## src/rtl/psc_pkg.sv

```systemverilog
`timescale 1ns / 1ps
// Shared types and constants of the pressure sensor compensation block.
// Depends on nothing; every other file imports it.
package psc_pkg;

	localparam int CFG_IDX_W  = 3;
	localparam int CFG_DATA_W = 16;
	localparam int RAW_W      = 24;
	localparam int TEMP_W     = 19;
	localparam int PRES_W     = 32;

	localparam logic [CFG_IDX_W-1:0] REG_VARIANT     = 3'd0;
	localparam logic [CFG_IDX_W-1:0] REG_PRESS_SENS  = 3'd1;
	localparam logic [CFG_IDX_W-1:0] REG_PRESS_OFF   = 3'd2;
	localparam logic [CFG_IDX_W-1:0] REG_SENS_TCO    = 3'd3;
	localparam logic [CFG_IDX_W-1:0] REG_OFF_TCO     = 3'd4;
	localparam logic [CFG_IDX_W-1:0] REG_REF_TEMP    = 3'd5;
	localparam logic [CFG_IDX_W-1:0] REG_TEMP_COEFF  = 3'd6;

	typedef enum logic [1:0] {
		MODE_30BAR = 2'd0,
		MODE_14BAR = 2'd1,
		MODE_2BAR  = 2'd2
	} variant_t;

	typedef struct packed {
		variant_t                variant;
		logic [CFG_DATA_W-1:0]   pressure_sensitivity;
		logic [CFG_DATA_W-1:0]   pressure_offset;
		logic [CFG_DATA_W-1:0]   sensitivity_temp_coeff;
		logic [CFG_DATA_W-1:0]   offset_temp_coeff;
		logic [CFG_DATA_W-1:0]   reference_temperature;
		logic [CFG_DATA_W-1:0]   temperature_coeff;
	} cfg_t;

endpackage

```

## src/rtl/psc_cfg_regs.sv

```systemverilog
`timescale 1ns / 1ps
// Calibration and variant register file written through the plain write port.
// Depends on psc_pkg for the register indexes and the cfg_t record.
module psc_cfg_regs (
	input  logic                           clk,
	input  logic                           arst_n,
	input  logic                           we,
	input  logic [psc_pkg::CFG_IDX_W-1:0]  idx,
	input  logic [psc_pkg::CFG_DATA_W-1:0] wdata,
	output psc_pkg::cfg_t                  cfg
);
	import psc_pkg::*;

	cfg_t cfg_q;

	// The unused variant code is stored as the 30 bar variant.
	always_ff @(posedge clk or negedge arst_n) begin
		if (!arst_n) begin
			cfg_q <= '0;
		end else if (we) begin
			case (idx)
				REG_VARIANT: begin
					case (wdata[1:0])
						MODE_14BAR: cfg_q.variant <= MODE_14BAR;
						MODE_2BAR:  cfg_q.variant <= MODE_2BAR;
						default:    cfg_q.variant <= MODE_30BAR;
					endcase
				end
				REG_PRESS_SENS: cfg_q.pressure_sensitivity <= wdata;
				REG_PRESS_OFF:  cfg_q.pressure_offset <= wdata;
				REG_SENS_TCO:   cfg_q.sensitivity_temp_coeff <= wdata;
				REG_OFF_TCO:    cfg_q.offset_temp_coeff <= wdata;
				REG_REF_TEMP:   cfg_q.reference_temperature <= wdata;
				REG_TEMP_COEFF: cfg_q.temperature_coeff <= wdata;
				default: begin
				end
			endcase
		end
	end

	assign cfg = cfg_q;

endmodule

```

## config.mk

```make
export PLATFORM = sky130hd
export DESIGN_NAME = psc_cfg_regs
export DESIGN_NICKNAME = d
export VERILOG_FILES = /design/src/rtl/psc_pkg.sv /design/src/rtl/psc_cfg_regs.sv
export SDC_FILE = /design/constraint.sdc
export NUM_CORES = 1
export LEC_CHECK = 0
export CAP_MARGIN = 20
export CORE_ASPECT_RATIO = 1.2
export CORE_MARGIN = 8
export CORE_UTILIZATION = 55
export DETAILED_ROUTE_END_ITERATION = 8
export DONT_BUFFER_PORTS = 1
export GPL_TIMING_DRIVEN = 1
export PLACE_DENSITY = 0.68
export RECOVER_POWER = 50
export SLEW_MARGIN = 20
export SYNTH_ARGS = -nofsm -noshare
export SYNTH_HDL_FRONTEND = slang
export SYNTH_SLANG_ARGS = --single-unit
```

## constraint.sdc

```tcl
create_clock -name clk -period 1.6 [get_ports clk]
set_clock_uncertainty 0.2 [all_clocks]
set_input_delay 0.16 -clock clk [delete_from_list [all_inputs] [get_ports clk]]
set_output_delay 0.16 -clock clk [all_outputs]
set_load 0.01 [all_outputs]
```

==> results.json, run 1 <==
{
  "status": "finished with violations",
  "violations": "negative hold slack",
  "leakagePower_nw": 1.94,
  "period_needed_ns": 1.54,
  "start_kind": "input pin",
  "avgSynthCellArea_um2": 18.1,
  "syn_area_mm2": 0.00389,
  "antenna_left": 0,
  "setup_viol": 0,
  "largest_reg_flops": 98,
  "first_pass_iters": 4,
  "wl_per_cell_um": 24.7,
  "rsz0062_at_grt": "no",
  "crit_type": "in -> reg",
  "critPathRequiredTime_ns": 1.65,
  "clock_latency_ns": 0.36,
  "routed_via_density": 5.76,
  "worstHoldPathType": "in -> async",
  "grt_pass1_wl_um": 13000,
  "fmax_mhz": 651,
  "fin_hold_ws_ns": -0.729,
  "cts_tree": "done",
  "io_pins": 120,
  "drive_above_1_share_pct": 44.2,
  "yosysUniqueCellTypes": 11,
  "ctsResizeCount": 0,
  "dieArea_mm2": 0.0100,
  "finalSetupTns_ns": 0,
  "max_cap_viol_count": 0,
  "dp_hpwl_um": 5830,
  "cts_root_buf": "clkbuf_8",
  "htree_levels": 3,
  "nets": 266,
  "vias": 1934,
  "vdd_drop_max_v": 0.000747,
  "powerDensity_mw_per_mm2": 1430,
  "path_clk_slew_ns": 0.10,
  "postCtsSetupRepairBufs": 0,
  "grtUsageTotal_pct": 17.1,
  "initial_utilization_pct": 56.8,
  "antenna_found_initial": 0,
  "die-width_um": 92.8,
  "final_max_slew_viol_count": 0,
  "yosys_warnings": 0,
  "routed_wirelength_um": 8320,
  "grt_max_degree": 99,
  "num_rows": 33,
  "die_h_um": 108,
  "syn_nets": 237,
  "syn_inst": 215,
  "gr-total-overflow": 0,
  "arrival_ns": 1.58,
  "area_growth_pct": 11.9,
  "max_slew.worst_pin.slew_ns": 0.496,
  "clock_path_buffers": 2,
  "grt_pass1_vias": 2222,
  "drtIter0Drc": 49,
  "hold_violations": 98,
  "tritoncts.num_buffers": 9,
  "seq_area_frac_synth_pct": 63.0,
  "clock_sinks": 98,
  "drc": 0,
  "total_power_w": 0.00621,
  "crit_fanout": 7,
  "setup_slack_ns": 0.0643,
  "port_buffers": 0,
  "antennaDiodeCount": 0,
  "end_kind": "register",
  "fin_crit_sh_pct": 96.0,
  "slew_headroom_pct": 66.5,
  "placeableCoreArea_mm2": 0.00685,
  "cts_hold_buf": 20,
  "routabilityCongestion": 0.694,
  "post-place-ws_ns": 0.242,
  "ys_ff_latch": 98
}
==> cell usage after synthesis <==
library cell | instances | area, um^2
dfrtp_1 | 98 | 2450
buf_4 | 3 | 22.5
nand4b_2 | 3 | 45.0
and4bb_1 | 3 | 37.5
nor2b_1 | 2 | 12.5
buf_12 | 3 | 60.1
mux2_2 | 68 | 766
mux2_4 | 30 | 450
buf_2 | 1 | 5.00
buf_6 | 3 | 33.8
nor4b_1 | 1 | 8.76
==> through the flow <==
step	std cells	hold slack, ns	util, %	area [um^2]
after floorplan	215	-0.336	-	3890
after global placement	300	-0.333	58.1	3980
after detailed placement	300	-0.333	58.1	3980
after CTS	336	-0.741	64.4	4410
after global routing	336	-0.745	63.6	4360
final	336	-0.729	63.6	4360
==> layout by cell type, fill, tap and decap left out <==
master	Yosys	layout
nor4b_1	1	1
mux2_2	68	68
clkinvlp_4	0	1
nand4b_2	3	3
mux2_4	30	15
clkbuf_8	0	10
and4bb_1	3	3
dfrtp_1	98	98
bufinv_16	0	2
inv_8	0	1
nor2b_1	2	2
mux2_1	0	15
inv_6	0	1
buf_12	3	3
dlygate4sd3_1	0	20
buf_4	3	5
clkinv_4	0	1
==> cells by family (layout without fill, tap and decap cells) <==
| logic type | count (synthesis) | after routing | share of synthesized area (%) |
|---|---|---|---|
| DFF | 98 | 98 | 63.0 |
| muxes | 98 | 98 | 31.2 |
| and+or+nand+nor | 9 | 9 | 2.67 |
| buffers and inverters | 10 | 44 | 3.12 |
==> critical path, stage by stage <==
cell and delay (ns):
dlygate4sd3_1 0.54, nor4b_1 0.49, mux2_2 0.39
==> where the power goes <==
group	switching (W)	internal [W]
sequential	0.000708	0.00302
clock	0.000852	0.000941
combinational	0.000209	0.000481
==> cell type report <==
cell class              instances  area (um^2)
clock buffers                  10          138
well taps                      87          109
repair buffers                 28          298
flip-flops and latches         98         2450
clock inverters                 6         96.3
fillers                       527         2500
multi-input cells             107         1260
==> worst paths after layout <==
path / start / endpoint / slack [ns] / cells past startpoint
max reg2reg: cfg[73]$_DFFE_PN0P_ / cfg[73]$_DFFE_PN0P_ / 0.54 / 1
min: arst_n / cfg[13]$_DFFE_PN0P_ / -0.73 / 0
max in group asynchronous: arst_n / cfg[68]$_DFFE_PN0P_ / 1.78 / 0
max: idx[1] / cfg[97]$_DFFE_PN0P_ / 0.06 / 3
min in group clk: we / cfg[51]$_DFFE_PN0P_ / 0.03 / 3
min reg2reg: cfg[42]$_DFFE_PN0P_ / cfg[42]$_DFFE_PN0P_ / 0.39 / 1
==> per-layer routing <==
layer	routed length [um]	up-vias	global-route usage, %
met5	0	-	0
met4	137	0	7.27
met3	1070	11	9.29
met2	4210	90	28.6
met1	2900	1002	17.5
li1	-	831	-
Power figures use the tool's default switching activity.
==> run 2: changes to the inputs <==
==> constraint.sdc (replaced) <==
create_clock -name clk -period 1.6 [get_ports clk]
set_clock_uncertainty 0.2 [all_clocks]
set_input_delay 0.32 -clock clk [delete_from_list [all_inputs] [get_ports clk]]
set_output_delay 0.32 -clock clk [all_outputs]
set_load 0.01 [all_outputs]
==> results.json, run 2 (synthesis gave the netlist of run 1 again) <==
{
  "initial_utilization_pct": 56.8,
  "area_growth_pct": 10.6,
  "drtIter0Drc": 48,
  "tritoncts.num_buffers": 9,
  "max_slew.worst_pin.slew_ns": 0.432,
  "setup_viol": 0,
  "drc": 0,
  "vias": 1896,
  "fillers": 547,
  "top_layer_used": "met4",
  "start_kind": "register",
  "rr_startpoint": "cfg[88]$_DFFE_PN0P_",
  "end_kind": "output port",
  "routed_wirelength_um": 8260,
  "multi_input_comb_area_mm2": 0.00125,
  "grt_pass1_wl_um": 12800,
  "cts_hold_buf": 16,
  "worstHoldPathType": "in -> async",
  "fmax_mhz": 759,
  "drive_above_1_share_pct": 42.9,
  "cts_root_buf": "clkbuf_8",
  "antennaDiodeCount": 0,
  "routabilityCongestion": 0.690,
  "ctsResizeCount": 0,
  "r2r_cells": 1,
  "antenna_found_initial": 0,
  "clock_sinks": 98,
  "crit_fanout": 2,
  "slew_headroom_pct": 70.8,
  "fin_crit_sh_pct": 82.3,
  "grt_max_degree": 99,
  "die-width_um": 92.8,
  "arrival_ns": 0.80,
  "violations": "negative hold slack",
  "clock_latency_ns": 0.35,
  "num_rows": 33,
  "htree_levels": 3,
  "drt-met1-wl_um": 3130,
  "fin_hold_ws_ns": -0.554,
  "powerDensity_mw_per_mm2": 1470,
  "io_pins": 120,
  "max_cap_viol_count": 0,
  "dr_wl_met2_um": 4010,
  "die_h_um": 108,
  "grt_pass1_vias": 2121,
  "mostFrequentLayoutCell": "dfrtp_1",
  "wl_per_cell_um": 24.9,
  "placeableCoreArea_mm2": 0.00685,
  "final_max_slew_viol_count": 0,
  "total_power_w": 0.00631,
  "postCtsSetupRepairBufs": 0,
  "setup_slack_ns": 0.283,
  "clock_path_buffers": 2,
  "antenna_left": 0,
  "vdd_drop_max_v": 0.000756,
  "final_cell_mix": "98 x dfrtp_1, 68 x mux2_2, 19 x mux2_1",
  "worstSetupStartpoint": "cfg[41]$_DFFE_PN0P_",
  "seqCellArea_mm2": 0.00245,
  "fin_util_pct": 62.8,
  "period_needed_ns": 1.32,
  "nets": 262,
  "wl_met3_um": 1010,
  "first_pass_iters": 4,
  "status": "finished with violations",
  "finalSetupTns_ns": 0,
  "largest_reg_flops": 98,
  "path_clk_slew_ns": 0.10,
  "port_buffers": 0,
  "grtUsageTotal_pct": 16.8,
  "gr-total-overflow": 0,
  "cts_tree": "done",
  "leakagePower_nw": 1.92,
  "crit_type": "reg -> out",
  "post-place-ws_ns": 0.0921,
  "cp.depth": 0,
  "dieArea_mm2": 0.0100,
  "critPathRequiredTime_ns": 1.08,
  "routed_via_density": 5.71,
  "rsz0062_at_grt": "no",
  "hold_violations": 98,
  "dp_hpwl_um": 5770
}
==> run 2: cell types whose count changed in the layout (fill, tap and decap cells not counted) <==
cell	delta
dlygate4sd3_1	-4
mux2_1	+4
mux2_4	-4
buf_12	-1
buf_4	+1
bufinv_16	+1
clkbuf_1	+1
clkinvlp_4	-1
inv_6	-1
==> run 2: power by group <==
group          switching [W]  internal [W]
Combinational       0.000205      0.000455
Clock               0.000828       0.00110
Sequential          0.000707       0.00302
Total                0.00174       0.00457
==> run 2: stage by stage <==
stage          instances  instance area, um^2
2_1_floorplan        215                 3890
3_3_place_gp         300                 3970
3_5_place_dp         300                 3970
4_1_cts              332                 4380
5_1_grt              332                 4310
6_report             332                 4310
==> run 2: area by class of cell <==
| type | instances | area share (%) |
|---|---|---|
| clock buffers | 11 | 3.28 |
| flip-flops and latches | 98 | 56.9 |
| clock inverters | 5 | 2.56 |
| repair buffers | 24 | 5.69 |
| multi-input cells | 107 | 29.0 |
| well taps | 87 | 2.53 |
==> run 2: per-layer routing <==
metal	GRT usage, %	vias to the layer above
met1	19.1	985
met5	0	-
met2	26.6	82
met3	8.73	11
li1	-	818
met4	5.88	0
==> run 2: path summary, 6_finish.rpt <==
check	slack (ns)	endpoint
worst max-delay path	0.28	cfg[41]
worst min register to register	0.39	cfg[10]$_DFFE_PN0P_
worst min-delay path	-0.55	cfg[25]$_DFFE_PN0P_
max in group asynchronous	1.63	cfg[79]$_DFFE_PN0P_
worst max register to register	0.52	cfg[88]$_DFFE_PN0P_
min in group clk	0.03	cfg[96]$_DFFE_PN0P_
